==> src/rtl/core/gbed_pkg.sv <==
// ---------------------------------------------------------------------------
// gbed_pkg
// Shared types, register map and helpers of the GPIO bank with event detect.
// ---------------------------------------------------------------------------
package gbed_pkg;

    localparam int PIN_COUNT   = 54;
    localparam int FSEL_WORDS  = 6;
    localparam int FSEL_PINS   = 10;
    localparam int FSEL_BITS   = 30;
    localparam int DRIVE_PINS  = (PIN_COUNT < FSEL_WORDS * FSEL_PINS) ?
                                 PIN_COUNT : FSEL_WORDS * FSEL_PINS;
    localparam int EN_COUNT    = 6;
    localparam int ADDR_W      = 6;
    localparam int DATA_W      = 32;

    // enable register order in the map
    localparam int EN_RISE       = 0;
    localparam int EN_FALL       = 1;
    localparam int EN_HIGH       = 2;
    localparam int EN_LOW        = 3;
    localparam int EN_ASYNC_RISE = 4;
    localparam int EN_ASYNC_FALL = 5;

    // word addresses (low half; high half is the next word)
    localparam logic [ADDR_W-1:0] ADDR_SET_LO   = 6'd7;
    localparam logic [ADDR_W-1:0] ADDR_SET_HI   = 6'd8;
    localparam logic [ADDR_W-1:0] ADDR_CLR_LO   = 6'd10;
    localparam logic [ADDR_W-1:0] ADDR_CLR_HI   = 6'd11;
    localparam logic [ADDR_W-1:0] ADDR_LEV_LO   = 6'd13;
    localparam logic [ADDR_W-1:0] ADDR_LEV_HI   = 6'd14;
    localparam logic [ADDR_W-1:0] ADDR_EVT_LO   = 6'd16;
    localparam logic [ADDR_W-1:0] ADDR_EVT_HI   = 6'd17;
    localparam int                ADDR_EN_BASE  = 19;
    localparam int                ADDR_EN_STEP  = 3;

    localparam logic [2:0] FSEL_OUTPUT = 3'd1;

    typedef enum logic [1:0] {
        OP_READ,
        OP_WRITE,
        OP_TICK
    } op_t;

    typedef logic [PIN_COUNT-1:0]             pins_t;
    typedef logic [FSEL_BITS-1:0]             fsel_word_t;
    typedef fsel_word_t [FSEL_WORDS-1:0]      fsel_t;

    typedef struct packed {
        logic [DATA_W-1:0] read_data;
        pins_t             out_levels;
        pins_t             out_enable;
        logic              irq;
    } res_t;

    typedef struct packed {
        logic       hit;
        logic [2:0] idx;
        logic       hi;
    } en_dec_t;

    // place a 32-bit word on the low or high half of the pin vector
    function automatic pins_t half_spread(logic hi, logic [DATA_W-1:0] v);
        logic [63:0] w;
        w = hi ? {v, 32'b0} : {32'b0, v};
        return w[PIN_COUNT-1:0];
    endfunction

    function automatic logic [DATA_W-1:0] half_get(pins_t r, logic hi);
        logic [63:0] w;
        w = 64'(r);
        return hi ? w[63:32] : w[31:0];
    endfunction

    function automatic pins_t half_put(pins_t r, logic hi, logic [DATA_W-1:0] v);
        return (r & ~half_spread(hi, '1)) | half_spread(hi, v);
    endfunction

    // function select bits that exist in word w
    function automatic fsel_word_t fsel_mask(int unsigned w);
        fsel_word_t m;
        m = '0;
        for (int i = 0; i < FSEL_PINS; i++)
        begin
            if (w * FSEL_PINS + i < PIN_COUNT)
                m[i*3 +: 3] = 3'b111;
        end
        return m;
    endfunction

    function automatic en_dec_t en_decode(logic [ADDR_W-1:0] a);
        en_dec_t d;
        d = '0;
        for (int k = 0; k < EN_COUNT; k++)
        begin
            if (a == ADDR_W'(ADDR_EN_BASE + ADDR_EN_STEP * k))
            begin
                d.hit = 1'b1;
                d.idx = 3'(k);
                d.hi  = 1'b0;
            end
            if (a == ADDR_W'(ADDR_EN_BASE + ADDR_EN_STEP * k + 1))
            begin
                d.hit = 1'b1;
                d.idx = 3'(k);
                d.hi  = 1'b1;
            end
        end
        return d;
    endfunction

    function automatic pins_t drive_mask(fsel_t f);
        pins_t m;
        m = '0;
        for (int p = 0; p < DRIVE_PINS; p++)
            m[p] = (f[p / FSEL_PINS][(p % FSEL_PINS) * 3 +: 3] == FSEL_OUTPUT);
        return m;
    endfunction

endpackage

==> src/rtl/core/gbed_core.sv <==
// ---------------------------------------------------------------------------
// gbed_core
// Register file, write/clear logic and event detection for one request.
// ---------------------------------------------------------------------------
module gbed_core
    import gbed_pkg::*;
(
    input  logic              clk,
    input  logic              rst_n,
    input  logic              step,
    input  logic [1:0]        op,
    input  logic [ADDR_W-1:0] address,
    input  logic [DATA_W-1:0] write_data,
    input  pins_t             pin_levels,
    output res_t              res
);

    fsel_t fsel_reg, fsel_next;
    pins_t latch_reg, latch_next;
    pins_t sample_reg, sample_next;
    pins_t flags_reg, flags_next;
    pins_t en_reg  [EN_COUNT];
    pins_t en_next [EN_COUNT];

    en_dec_t          dec;
    logic [DATA_W-1:0] rd;
    pins_t            rise;
    pins_t            fall;
    pins_t            hits;

    always_comb
    begin
        dec         = en_decode(address);
        fsel_next   = fsel_reg;
        latch_next  = latch_reg;
        sample_next = sample_reg;
        flags_next  = flags_reg;
        for (int k = 0; k < EN_COUNT; k++)
            en_next[k] = en_reg[k];
        rd   = '0;
        rise = ~sample_reg & pin_levels;
        fall = sample_reg & ~pin_levels;
        hits = (rise & (en_reg[EN_RISE] | en_reg[EN_ASYNC_RISE]))
             | (fall & (en_reg[EN_FALL] | en_reg[EN_ASYNC_FALL]))
             | (pin_levels & en_reg[EN_HIGH])
             | (~pin_levels & en_reg[EN_LOW]);

        unique case (op)
            OP_READ:
            begin
                if (address < ADDR_W'(FSEL_WORDS))
                    rd = DATA_W'(fsel_reg[address[2:0]]);
                else if (address == ADDR_LEV_LO || address == ADDR_LEV_HI)
                    rd = half_get(sample_reg, address == ADDR_LEV_HI);
                else if (address == ADDR_EVT_LO || address == ADDR_EVT_HI)
                    rd = half_get(flags_reg, address == ADDR_EVT_HI);
                else if (dec.hit)
                    rd = half_get(en_reg[dec.idx], dec.hi);
            end
            OP_WRITE:
            begin
                for (int k = 0; k < FSEL_WORDS; k++)
                begin
                    if (address == ADDR_W'(k))
                        fsel_next[k] = write_data[FSEL_BITS-1:0] & fsel_mask(k);
                end
                if (address == ADDR_SET_LO || address == ADDR_SET_HI)
                    latch_next = latch_reg
                               | half_spread(address == ADDR_SET_HI, write_data);
                else if (address == ADDR_CLR_LO || address == ADDR_CLR_HI)
                    latch_next = latch_reg
                               & ~half_spread(address == ADDR_CLR_HI, write_data);
                else if (address == ADDR_EVT_LO || address == ADDR_EVT_HI)
                    flags_next = flags_reg
                               & ~half_spread(address == ADDR_EVT_HI, write_data);
                else if (dec.hit)
                    en_next[dec.idx] = half_put(en_reg[dec.idx], dec.hi, write_data);
            end
            OP_TICK:
            begin
                flags_next  = flags_reg | hits;
                sample_next = pin_levels;
            end
            default:
            begin
                // spare opcode: no effect
            end
        endcase

        res.read_data  = rd;
        res.out_levels = latch_next;
        res.out_enable = drive_mask(fsel_next);
        res.irq        = |flags_next;
    end

    always_ff @(posedge clk or negedge rst_n)
    begin
        if (!rst_n)
        begin
            fsel_reg   <= '0;
            latch_reg  <= '0;
            sample_reg <= '0;
            flags_reg  <= '0;
            for (int k = 0; k < EN_COUNT; k++)
                en_reg[k] <= '0;
        end
        else if (step)
        begin
            fsel_reg   <= fsel_next;
            latch_reg  <= latch_next;
            sample_reg <= sample_next;
            flags_reg  <= flags_next;
            for (int k = 0; k < EN_COUNT; k++)
                en_reg[k] <= en_next[k];
        end
    end

endmodule

==> src/rtl/core/gpio_bank_with_event_detect.sv <==
// ---------------------------------------------------------------------------
// gpio_bank_with_event_detect
// Register-mapped GPIO bank with output latch and sticky pin event flags.
// ---------------------------------------------------------------------------
//  channel | handshake            | payload
//  --------+----------------------+---------------------------------------------
//  in      | in_valid / in_ready  | op, address, write_data, pin_levels
//  out     | out_valid / out_ready| read_data, out_levels, out_enable, irq
//
//  One request per cycle sustained while the result side is ready; a request
//  passes the input register, then the register file logic into the result register.
//  The register file updates as a request moves into the result register.
//  A stalled result holds; the input register still refills behind it.
//  Reset clears the valid flags and every core register, so all pins start as inputs.
// ---------------------------------------------------------------------------
module gpio_bank_with_event_detect
    import gbed_pkg::*;
(
    input  logic              clk,
    input  logic              rst_n,
    input  logic              in_valid,
    output logic              in_ready,
    input  logic [1:0]        op,
    input  logic [ADDR_W-1:0] address,
    input  logic [DATA_W-1:0] write_data,
    input  pins_t             pin_levels,
    output logic              out_valid,
    input  logic              out_ready,
    output logic [DATA_W-1:0] read_data,
    output pins_t             out_levels,
    output pins_t             out_enable,
    output logic              irq
);

    logic              ivalid_reg;
    logic [1:0]        op_reg;
    logic [ADDR_W-1:0] addr_reg;
    logic [DATA_W-1:0] wdata_reg;
    pins_t             levels_reg;
    logic              ovalid_reg;
    res_t              res_reg;
    res_t              res_next;
    logic              advance;

    assign advance  = ivalid_reg && (!ovalid_reg || out_ready);
    assign in_ready = !ivalid_reg || advance;

    gbed_core u_core (
        .clk        (clk),
        .rst_n      (rst_n),
        .step       (advance),
        .op         (op_reg),
        .address    (addr_reg),
        .write_data (wdata_reg),
        .pin_levels (levels_reg),
        .res        (res_next)
    );

    always_ff @(posedge clk or negedge rst_n)
    begin
        if (!rst_n)
        begin
            ivalid_reg <= 1'b0;
            ovalid_reg <= 1'b0;
        end
        else
        begin
            if (in_valid && in_ready)
                ivalid_reg <= 1'b1;
            else if (advance)
                ivalid_reg <= 1'b0;

            if (advance)
                ovalid_reg <= 1'b1;
            else if (out_ready)
                ovalid_reg <= 1'b0;
        end
    end

    always_ff @(posedge clk)
    begin
        if (in_valid && in_ready)
        begin
            op_reg     <= op;
            addr_reg   <= address;
            wdata_reg  <= write_data;
            levels_reg <= pin_levels;
        end
        if (advance)
            res_reg <= res_next;
    end

    assign out_valid  = ovalid_reg;
    assign read_data  = res_reg.read_data;
    assign out_levels = res_reg.out_levels;
    assign out_enable = res_reg.out_enable;
    assign irq        = res_reg.irq;

endmodule

==> config.mk <==
export PLATFORM = sky130hd
export DESIGN_NAME = gpio_bank_with_event_detect
export DESIGN_NICKNAME = d
export VERILOG_FILES = /design/src/rtl/core/gbed_pkg.sv /design/src/rtl/core/gbed_core.sv /design/src/rtl/core/gpio_bank_with_event_detect.sv
export SDC_FILE = /design/constraint.sdc
export NUM_CORES = 2
export LEC_CHECK = 0
export BUFFER_PORTS_ARGS = -buffer_cell sky130_fd_sc_hd__buf_2
export CAP_MARGIN = 0
export CORE_MARGIN = 5
export CORE_UTILIZATION = 45
export CTS_BUF_LIST = sky130_fd_sc_hd__clkbuf_4
export CTS_CLUSTER_DIAMETER = 100
export DETAILED_ROUTE_END_ITERATION = 16
export GPL_ROUTABILITY_DRIVEN = 0
export HOLD_SLACK_MARGIN = 0.15
export PLACE_DENSITY_LB_ADDON = 0.3
export SYNTH_ARGS = -nofsm -noshare
export SYNTH_HDL_FRONTEND = slang
export SYNTH_HIERARCHICAL = 1
export SYNTH_SLANG_ARGS = --single-unit
==> constraint.sdc <==
create_clock -name clk -period 6.2 [get_ports clk]
set_input_delay 0.31 -clock clk [delete_from_list [all_inputs] [get_ports clk]]
set_output_delay 0.31 -clock clk [all_outputs]
set_load 0.02 [all_outputs]
==> flow_metrics.tcl <==
set metrics [dict create \
    drv_slew 0 \
    start_util 0.451 \
    die_h_um 313 \
    cts_buffer_depth 3 \
    vias_per_cell 6.09 \
    post-synth-top-count-cell "dfrtp_1" \
    ys_ff_latch 885 \
    powerDensity_mw_per_mm2 304 \
    ys_top_cells_by_area "dfrtp_1 39%, edfxtp_1 17%, mux2_2 7.1%, o21ai_0 3.4%, nand2_1 3.2%" \
    holdCritPathClass "input pin to flop" \
    drc 0 \
    cts_tree "built" \
    placed_area_mm2 0.0434 \
    postRouteAntennaNets 0 \
    port_buffers 240 \
    routed_wl_um 141000 \
    design_area_mm2 0.0485 \
    rsz0062_at_grt "no" \
    ctsHoldBuffers 196 \
    regArea_mm2 0.0233 \
    core.rowCount 111 \
    synth-edff-count 235 \
    setup_violations 0 \
    grt_pass1_vias 34000 \
    drt_pass1_iterations 6 \
    r2r_cells 8 \
    grt_pass1_wl_um 210000 \
    async_flop_share 0.734 \
    post_cts_buffers 0 \
    worst_slack_ns 1.91 \
    worstSetupStartpointType "flop" \
    via_count 34300 \
    fin_util 0.531 \
    cts_resized 0 \
    clock_sinks 885 \
    design.die.area_mm2 0.0978 \
    synth_area_per_cell_um2 10.8 \
    hold_viol_final 0 \
    crit_start "addr_reg[2]$_DFFE_PP_" \
    worst_hold_startpoint "pin_levels[32]" \
    endpoint_kind "flop" \
    multiInputGateArea_mm2 0.0166 \
    drtIter0Drc 3564 \
    syn-cell-area_mm2 0.0413 \
    path_clk_slew_ns 0.07 \
    hold_depth 3 \
    fin_tns_setup_ns 0 \
    leakagePower_nw 20.7 \
    largest_register_ffs 324 \
    post-place-ws_ns 2.06 \
    grt_max_degree 163 \
    h-tree-depth 4 \
    dp_hpwl_um 85900 \
    clkLatencyLatePin_ns 1.17 \
    syn_to_final_growth_pct 17.5 \
    reg2reg_to "u_core/en_reg[240]$_DFFE_PN0P_" \
    synth_top_area_frac 0.394 \
    synth_nets 3914 \
    period_minus_slack_ns 4.29 \
    slew_headroom 0.123 \
    yosys_warnings 6 \
    path_class "flop to flop" \
    cts-buffers-inserted 233 \
    fin_nets 4350 \
    maxCapViolCount 0 \
    fillers 8213 \
    status "completed" \
    synthFlopType "dfrtp_1" \
    io_pins 241 \
    r2r_setup_slack_ns 1.91 \
    ys_types 69 \
    grt_antenna_before_repair 6 \
    yosys.area.top_type "dfrtp_1" \
    r2r-start "addr_reg[2]$_DFFE_PP_" \
    hold_end "levels_reg[32]$_DFFE_PP_" \
    arrival_ns 5.27 \
    dp_cells 5004 \
    post_drt_wl_per_cell_um 25.0 \
    cts_root_buf "clkbuf_4" \
    fin_worst_skew_ns 0.113 \
    finalNonFillerCells 5639 \
    grt-ovfl-total 0 \
    yosysSeqAreaShare 0.565 \
    core_mm2 0.0914 \
    ir_drop_v 0.000174 \
    die_w_um 313 \
    fmax_mhz 233 \
    grtUsageTotal 0.280 \
    syn_inst 3813 \
    period_share 0.692 \
    drive_gt1_frac 0.242 \
    synthTopCellsByCount "650 x dfrtp_1, 350 x nand2_1, 343 x nor2_1, 284 x o21ai_0, 260 x mux2_2" \
    tightest_slew_ns 1.31 \
    crit_fanout 54 \
    cp.required_ns 7.18 \
]
layout make-up:
type | instances | area share
clock buffer | 365 | 0.0565
antenna | 7 | 0.000361
multi-input combinational | 2581 | 0.342
tap | 1186 | 0.0306
inverter | 36 | 0.00279
sequential | 885 | 0.481
timing repair buffer | 512 | 0.0783
clock inverter | 67 | 0.00792
cells by family (layout without fill, tap and decap cells):
family / after synthesis / count (layout) / share of synthesized area
flops: 885 / 885 / 0.565
mux: 327 / 327 / 0.0963
other cells: 0 / 7 / 0
compound gates: 1220 / 1220 / 0.188
fa+ha+maj: 3 / 3 / 0.000910
buf+inv: 347 / 980 / 0.0350
xor+xnor: 2 / 2 / 0.000425
simple gates: 1029 / 1029 / 0.114
how the worst max path moves through the flow:
stage | endpoint | slack [ns] | cells past startpoint
CTS | u_core/en_reg[192]$_DFFE_PN0P_ | 2.04 | 8
global route | u_core/en_reg[134]$_DFFE_PN0P_ | 1.66 | 8
finish | u_core/en_reg[240]$_DFFE_PN0P_ | 1.91 | 8
floorplan | u_core/en_reg[78]$_DFFE_PN0P_ | 1.95 | 7
detailed placement | u_core/en_reg[26]$_DFFE_PN0P_ | 2.06 | 8
global placement | u_core/en_reg[22]$_DFFE_PN0P_ | 2.15 | 8
worst max-delay path: stages (launching register included):
cell and delay (ns):
edfxtp_1 0.56, buf_4 0.54, nand2b_1 0.46, nor3b_1 0.45, o21ai_2 0.10, buf_4 0.35, nand2_4 0.91, mux2i_1 0.53
o21ai_0 0.18
power by group:
part | switching [mW] | internal, mW
clock | 2.49 | 2.83
combinational | 1.35 | 0.896
sequential | 0.539 | 6.62
total | 4.38 | 10.3
per-layer routing:
metal / vias up / track usage / routed length [µm] / part of all wire
met2: 1776 / 0.437 / 63500 / 0.45
met5: - / 0 / 13 / 0.000092
met4: 2 / 0.150 / 8320 / 0.059
li1: 15200 / - / - / -
met1: 16900 / 0.367 / 55700 / 0.40
met3: 420 / 0.0645 / 13300 / 0.095
layout by cell type (no fill, tap or decap), types with 101 or more instances in the layout:
cell and instances:
a21oi_1 240, nand2_1 347, mux2_2 260, dfrtp_1 650
nor2_1 341, o21ai_1 170, edfxtp_1 235, a31oi_1 101
dlygate4sd3_1 195, o21ai_0 284, clkbuf_4 365, buf_2 239
o22ai_1 137
through the flow:
step                      hold slack (ns)  power [mW]
after floorplan                    0.0144        8.52
after global placement              0.411        9.32
after detailed placement            0.414        9.37
after CTS                           0.300        14.8
after global routing                0.334        15.4
final                               0.401        14.7
(Power assumes the default switching activity.)
